--- src/design/b2d128_pkg.sv ---
package b2d128_pkg;

  // conversion size
  localparam int unsigned VALUE_BITS  = 128;
  localparam int unsigned DIGIT_COUNT = 39;

  // width of the two input halves and the joined word they form
  localparam int unsigned HALF_BITS = 64;
  localparam int unsigned WORD_BITS = 2 * HALF_BITS;

  localparam int unsigned DIGIT_W = 4;
  localparam int unsigned OUT_DATA_W = 8;

  localparam int unsigned BCNT_W = (VALUE_BITS > 1) ? $clog2(VALUE_BITS) : 1;
  localparam int unsigned ECNT_W = (DIGIT_COUNT > 1) ? $clog2(DIGIT_COUNT) : 1;

  // controller to datapath
  typedef struct packed {
    logic load;
    logic shift;
    logic emit;
    logic emit_last;
  } dp_cmd_t;

  // datapath to controller
  typedef struct packed {
    logic out_free;
  } dp_status_t;

endpackage

--- src/design/b2d128_ctrl.sv ---
module b2d128_ctrl (
  input  logic                   clk_i,
  input  logic                   rst_ni,
  input  logic                   in_valid_i,
  output logic                   in_ready_o,
  input  b2d128_pkg::dp_status_t status_i,
  output b2d128_pkg::dp_cmd_t    cmd_o
);

  typedef enum logic [1:0] {
    ST_IDLE,
    ST_SHIFT,
    ST_EMIT
  } state_e;

  state_e                         state_q;
  logic [b2d128_pkg::BCNT_W-1:0]  bit_cnt_q;
  logic [b2d128_pkg::ECNT_W-1:0]  emit_cnt_q;

  logic bit_done;
  logic emit_done;

  assign bit_done  = (bit_cnt_q == b2d128_pkg::BCNT_W'(b2d128_pkg::VALUE_BITS - 1));
  assign emit_done = (emit_cnt_q == b2d128_pkg::ECNT_W'(b2d128_pkg::DIGIT_COUNT - 1));

  assign in_ready_o = (state_q == ST_IDLE);

  always_comb begin
    cmd_o           = '0;
    cmd_o.load      = (state_q == ST_IDLE) && in_valid_i;
    cmd_o.shift     = (state_q == ST_SHIFT);
    cmd_o.emit      = (state_q == ST_EMIT) && status_i.out_free;
    cmd_o.emit_last = emit_done;
  end

  always_ff @(posedge clk_i or negedge rst_ni) begin
    if (!rst_ni) begin
      state_q    <= ST_IDLE;
      bit_cnt_q  <= '0;
      emit_cnt_q <= '0;
    end else begin
      unique case (state_q)
        ST_IDLE: begin
          if (in_valid_i) begin
            state_q   <= ST_SHIFT;
            bit_cnt_q <= '0;
          end
        end
        ST_SHIFT: begin
          bit_cnt_q <= bit_cnt_q + 1'b1;
          if (bit_done) begin
            state_q    <= ST_EMIT;
            emit_cnt_q <= '0;
          end
        end
        ST_EMIT: begin
          if (status_i.out_free) begin
            if (emit_done) begin
              state_q <= ST_IDLE;
            end else begin
              emit_cnt_q <= emit_cnt_q + 1'b1;
            end
          end
        end
        default: begin
          state_q <= ST_IDLE;
        end
      endcase
    end
  end

endmodule

--- src/design/b2d128_dp.sv ---
module b2d128_dp (
  input  logic                                 clk_i,
  input  logic                                 rst_ni,
  input  logic [b2d128_pkg::HALF_BITS-1:0]     value_high_i,
  input  logic [b2d128_pkg::HALF_BITS-1:0]     value_low_i,
  input  b2d128_pkg::dp_cmd_t                  cmd_i,
  output b2d128_pkg::dp_status_t               status_o,
  output logic                                 out_valid_o,
  input  logic                                 out_ready_i,
  output logic [b2d128_pkg::DIGIT_W-1:0]       out_digit_o,
  output logic                                 out_last_o
);

  localparam int unsigned NDIG = b2d128_pkg::DIGIT_COUNT;
  localparam int unsigned DW   = b2d128_pkg::DIGIT_W;

  logic [b2d128_pkg::WORD_BITS-1:0]  word;
  logic [b2d128_pkg::VALUE_BITS-1:0] value_q;
  logic [DW-1:0]                     digit_q [NDIG];
  logic [DW-1:0]                     corr    [NDIG];
  logic [DW-1:0]                     dabbled [NDIG];
  logic [NDIG:0]                     carry;

  logic          out_valid_q;
  logic [DW-1:0] out_digit_q;
  logic          out_last_q;

  assign word = {value_high_i, value_low_i};

  // add-3 correction on every digit, then one bit shifted in from the value msb
  always_comb begin
    carry[0] = value_q[b2d128_pkg::VALUE_BITS-1];
    for (int k = 0; k < NDIG; k++) begin
      corr[k]    = (digit_q[k] >= DW'(5)) ? digit_q[k] + DW'(3) : digit_q[k];
      dabbled[k] = {corr[k][DW-2:0], carry[k]};
      carry[k+1] = corr[k][DW-1];
    end
  end

  always_ff @(posedge clk_i) begin
    if (cmd_i.load) begin
      value_q <= word[b2d128_pkg::VALUE_BITS-1:0];
      for (int k = 0; k < NDIG; k++) begin
        digit_q[k] <= '0;
      end
    end else if (cmd_i.shift) begin
      value_q <= {value_q[b2d128_pkg::VALUE_BITS-2:0], 1'b0};
      for (int k = 0; k < NDIG; k++) begin
        digit_q[k] <= dabbled[k];
      end
    end else if (cmd_i.emit) begin
      // move the next lower digit up to the top
      digit_q[0] <= '0;
      for (int k = 1; k < NDIG; k++) begin
        digit_q[k] <= digit_q[k-1];
      end
    end
  end

  // output register
  always_ff @(posedge clk_i or negedge rst_ni) begin
    if (!rst_ni) begin
      out_valid_q <= 1'b0;
    end else if (cmd_i.emit) begin
      out_valid_q <= 1'b1;
    end else if (out_ready_i) begin
      out_valid_q <= 1'b0;
    end
  end

  always_ff @(posedge clk_i) begin
    if (cmd_i.emit) begin
      out_digit_q <= digit_q[NDIG-1];
      out_last_q  <= cmd_i.emit_last;
    end
  end

  assign status_o.out_free = !out_valid_q || out_ready_i;
  assign out_valid_o       = out_valid_q;
  assign out_digit_o       = out_digit_q;
  assign out_last_o        = out_last_q;

endmodule

--- src/design/binary_to_decimal_128_core.sv ---
// channel   | dir | tdata fields (low bit up)              | tuser | tlast
// s_axis    | in  | value_high [63:0], value_low [127:64]   | -     | -
// m_axis    | out | digit [3:0], zero fill [7:4]            | -     | last_digit
//
// one beat in is taken in the idle state, then VALUE_BITS shift steps run in
// the double dabble loop and DIGIT_COUNT digit beats go out, most significant
// digit first; emission waits while a digit sits in the output register with
// m_axis_tready low
// s_axis_tready is high only while no value is being converted; the final
// digit may still sit in the output register when the next value is taken
// reset is asynchronous, active low, and clears the controller and the
// output valid flag; the digit store is cleared on every accepted value
module binary_to_decimal_128_core (
  input  logic         clk_i,
  input  logic         rst_ni,
  input  logic         s_axis_tvalid_i,
  output logic         s_axis_tready_o,
  input  logic [127:0] s_axis_tdata_i,  // value_high [63:0], value_low [127:64]
  output logic         m_axis_tvalid_o,
  input  logic         m_axis_tready_i,
  output logic [7:0]   m_axis_tdata_o,  // digit [3:0], zero [7:4]
  output logic         m_axis_tlast_o   // last_digit
);

  b2d128_pkg::dp_cmd_t    cmd;
  b2d128_pkg::dp_status_t status;

  logic [b2d128_pkg::DIGIT_W-1:0] digit;

  // sequencer: idle, shift loop, digit emission
  b2d128_ctrl u_ctrl (
    .clk_i      (clk_i),
    .rst_ni     (rst_ni),
    .in_valid_i (s_axis_tvalid_i),
    .in_ready_o (s_axis_tready_o),
    .status_i   (status),
    .cmd_o      (cmd)
  );

  // value shifter, bcd digit store and output register
  b2d128_dp u_dp (
    .clk_i        (clk_i),
    .rst_ni       (rst_ni),
    .value_high_i (s_axis_tdata_i[63:0]),
    .value_low_i  (s_axis_tdata_i[127:64]),
    .cmd_i        (cmd),
    .status_o     (status),
    .out_valid_o  (m_axis_tvalid_o),
    .out_ready_i  (m_axis_tready_i),
    .out_digit_o  (digit),
    .out_last_o   (m_axis_tlast_o)
  );

  // digit in the low nibble, upper bits zero filled
  assign m_axis_tdata_o = {{(b2d128_pkg::OUT_DATA_W - b2d128_pkg::DIGIT_W){1'b0}}, digit};

endmodule

--- config.mk ---
export PLATFORM = sky130hd
export DESIGN_NAME = binary_to_decimal_128_core
export DESIGN_NICKNAME = d
export VERILOG_FILES = /design/src/design/b2d128_pkg.sv /design/src/design/b2d128_ctrl.sv /design/src/design/b2d128_dp.sv /design/src/design/binary_to_decimal_128_core.sv
export SDC_FILE = /design/constraint.sdc
export NUM_CORES = 1
export LEC_CHECK = 0
export BUFFER_PORTS_ARGS = -buffer_cell sky130_fd_sc_hd__buf_4
export CAP_MARGIN = 0
export CELL_PAD_IN_SITES_DETAIL_PLACEMENT = 0
export CELL_PAD_IN_SITES_GLOBAL_PLACEMENT = 1
export CORE_ASPECT_RATIO = 1.1
export CORE_UTILIZATION = 31
export DETAILED_ROUTE_END_ITERATION = 8
export GPL_TIMING_DRIVEN = 0
export PLACE_DENSITY_LB_ADDON = 0.1
export SYNTH_ARGS = -nofsm -noshare
export SYNTH_HDL_FRONTEND = slang
export SYNTH_SLANG_ARGS = --single-unit
--- constraint.sdc ---
create_clock -name clk_i -period 5.74 [get_ports clk_i]
set_input_delay 0.574 -clock clk_i [delete_from_list [all_inputs] [get_ports clk_i]]
set_output_delay 0.574 -clock clk_i [all_outputs]
set_load 0.005 [all_outputs]
==> metrics <==
via count=around 12000; Worst VDD drop=0.226 mV; via/cell ratio=4.79; PortBufs=138; critical path type=register to register; final WL=40700 µm; Post-Syn Area=approximately 16000 µm²; cell chain of the critical path=and2b_1 -> nor2_1 -> nand2_4 -> buf_16; Fin Setup TNS=0 ps; die height=243 µm; Max Fanout on Critical Path=59; GPL Wtd Cong=0.733; MaxCap Viol Count=0; failing checks=design-rule violations; final count of negative-setup-slack endpoints=0; CTS Buf Count=38; commonest non-fill, non-tap cell in the layout=nand2_1; effective utilization at floorplan=31.6%; clk_lat worst skew=550 ps; TritonCTS clock tree=yes; gr ovfl total=0; core area=a little over 50000 µm²; detailed-route DRC error count=1; starting DRC count in detailed routing=599; site row count=87; vias in the first global route=12446; hpwl dp=27300 µm; final hold viol count=0; Area Growth Syn to Fin=19.5%; first-pass GRT wire length=67000 µm; Worst Clk Skew=16.6 ps; DP Worst Slack=2660 ps; WL/cell=16.4 µm; total chip power=10.1 mW; post-synthesis cell type count=46; Slowest cell on crit path=nor2_1; Pre-antenna DRT Iters=7; PnR worst setup slack=just under 3000 ps; die boundary width=roughly 220 µm; GRT Total Usage=about 16%; nets=1996; most frequent cells in the layout=475 x nand2_1, 289 x edfxtp_1, 145 x buf_4; worst endpoint required time=roughly 6000 ps; setup slack, reg-to-reg=approximately 2900 ps; cell family with most CP delay=simple AND/OR/NAND/NOR gates; critical path arrival=3070 ps; fmax=0.354 GHz; pwr/cell area=515 nW/µm²; Setup crit start kind=register; Slew Viols, Final=0; Ys Warns=0; RSZ-0062 raised after global routing=no; FFs w/ async S/R, synth=5.25%; share of layout cells above drive strength 1=16.3%; IO Count=approximately 140; sequential cell area fraction in the yosys report=a little under three fifths; CP max stage delay=660 ps; final antenna-violating net count=0; #FFs+latches synth=305; ANT cells=0; Die ar.=53600 µm²; clock buffer depth=3; Period Utilization, post-route=49.3%; Tmin final=approximately 2800 ps; post-synthesis cell count=roughly 1600; Pleak=8.04 nW; number of enable flip-flop cells after synthesis=around 290; Worst setup EP type=register; # clock sinks=305; crit path buf inv count=1; Most used DFF post-synth=edfxtp_1; slew margin rel.=roughly 43%; Root Buffer=clkbuf_16; clk slew on worst S/H paths=60 ps; largest net degree at the start of global routing=66; H-tree Lvls=2; Mean Syn Cell Area=a little over 10 µm²; worst hold path class=primary input to register; outcome=finished with violations; initial antenna violation count=0; Tightest Pin Transition=851 ps
==> cell families after synthesis <==
kind of cell               share of synthesized area (%)
DFF                                                 55.6
xor gates and xnor gates                            2.57
AOI/OAI and AO/OA                                   12.0
adders and majority gates                           6.20
and+or+nand+nor                                     16.7
other                                             0.0230
buffers and inverters                               4.14
muxes                                               2.73
==> tightest hold or removal path, stage by stage <==
cell and delay, ps:
buf_4 80, nand2_1 40, nand2_1 40
==> path summary, 6_finish.rpt <==
check	depth (start not counted)	from	to
worst max-delay path	4	u_ctrl.state_q[0]$_DFFE_PN0P_	u_dp.digit_q[9][7]$_SDFFCE_PN0P_
worst min-delay path	3	s_axis_tdata_i[109]	u_dp.value_q[45]$_DFFE_PP_
worst max register to register	4	u_ctrl.state_q[0]$_DFFE_PN0P_	u_dp.digit_q[9][7]$_SDFFCE_PN0P_
worst min register to register	0	u_dp.digit_q[19][1]$_SDFFCE_PP0P_	u_dp.out_digit_o[1]$_DFFE_PP_
max in group asynchronous	2	rst_ni	u_ctrl.bit_cnt_q[3]$_DFFE_PN0P_
min in group asynchronous	2	rst_ni	u_ctrl.emit_cnt_q[0]$_DFFE_PN0P_
==> sequential cells by signal, summed over array words and instances, names as in the netlist <==
name,count
u_dp.digit_q,156
u_dp.value_q,128
u_ctrl.bit_cnt_q,7
u_ctrl.emit_cnt_q,6
u_dp.out_digit_o,4
u_ctrl.state_q,2
u_dp.out_last_o,1
u_dp.out_valid_o,1
==> layout make-up <==
type	count	area (µm²)
Clock buffer	51	1080
Sequential cell	305	9080
Multi-Input combinational cell	1146	6600
Timing Repair Buffer	142	1130
Clock inverter	18	116
Fill cell	5180	32200
Tap cell	667	835
Buffer	68	369
Inverter	82	313
==> synthesized netlist by cell type, types with 4 or more instances <==
cell	instances	area share, %
edfxtp_1	289	53
clkbuf_1	16	0.37
nand2_1	476	11
buf_6	5	0.34
xnor2_1	39	2.1
o21ai_0	122	3.7
a211oi_1	4	0.18
nand2b_1	67	2.6
a21oi_1	133	4.1
nand3_1	9	0.28
buf_4	7	0.32
inv_1	81	1.9
nor2_1	23	0.53
ha_1	81	6.2
o22ai_1	35	1.3
o32ai_1	35	1.9
xor2_1	9	0.48
a311oi_1	5	0.27
nor3b_1	36	1.7
buf_2	40	1.2
dfrtp_1	16	2.5
mux2_2	36	2.5
==> through the flow <==
step | hold slack, ps | utilization, % | cells | cell area, µm²
2_1_floorplan | 278 | - | 1601 | 16300
3_3_place_gp | 447 | 35.2 | 2406 | 18200
3_5_place_dp | 442 | 35.4 | 2409 | 18300
4_1_cts | 239 | 37.8 | 2479 | 19500
5_1_grt | 269 | 37.8 | 2479 | 19500
6_report | 282 | 37.8 | 2479 | 19500
==> where the power goes <==
part	leakage, nW	switching [mW]	internal [mW]
Clock	0.601	0.966	1.37
Sequential	3.34	0.650	3.83
Combinational	4.10	1.71	1.54
==> per-layer routing <==
| metal | GRT usage [%] | part of all wire [%] | vias to the layer above |
|---|---|---|---|
| met5 | 0 | 0 | - |
| met2 | 25.0 | 45 | 185 |
| met1 | 20.8 | 47 | 5637 |
| met3 | 3.52 | 5.3 | 59 |
| met4 | 4.83 | 2.2 | 0 |
| li1 | - | - | 5989 |
==> what timing repair did <==
action,in CTS,in global routing
endpoints found under the hold margin,16,0
gates resized for setup,0,0
hold buffers,1,0
buffers inserted,0,0
Power figures use the tool's default switching activity.
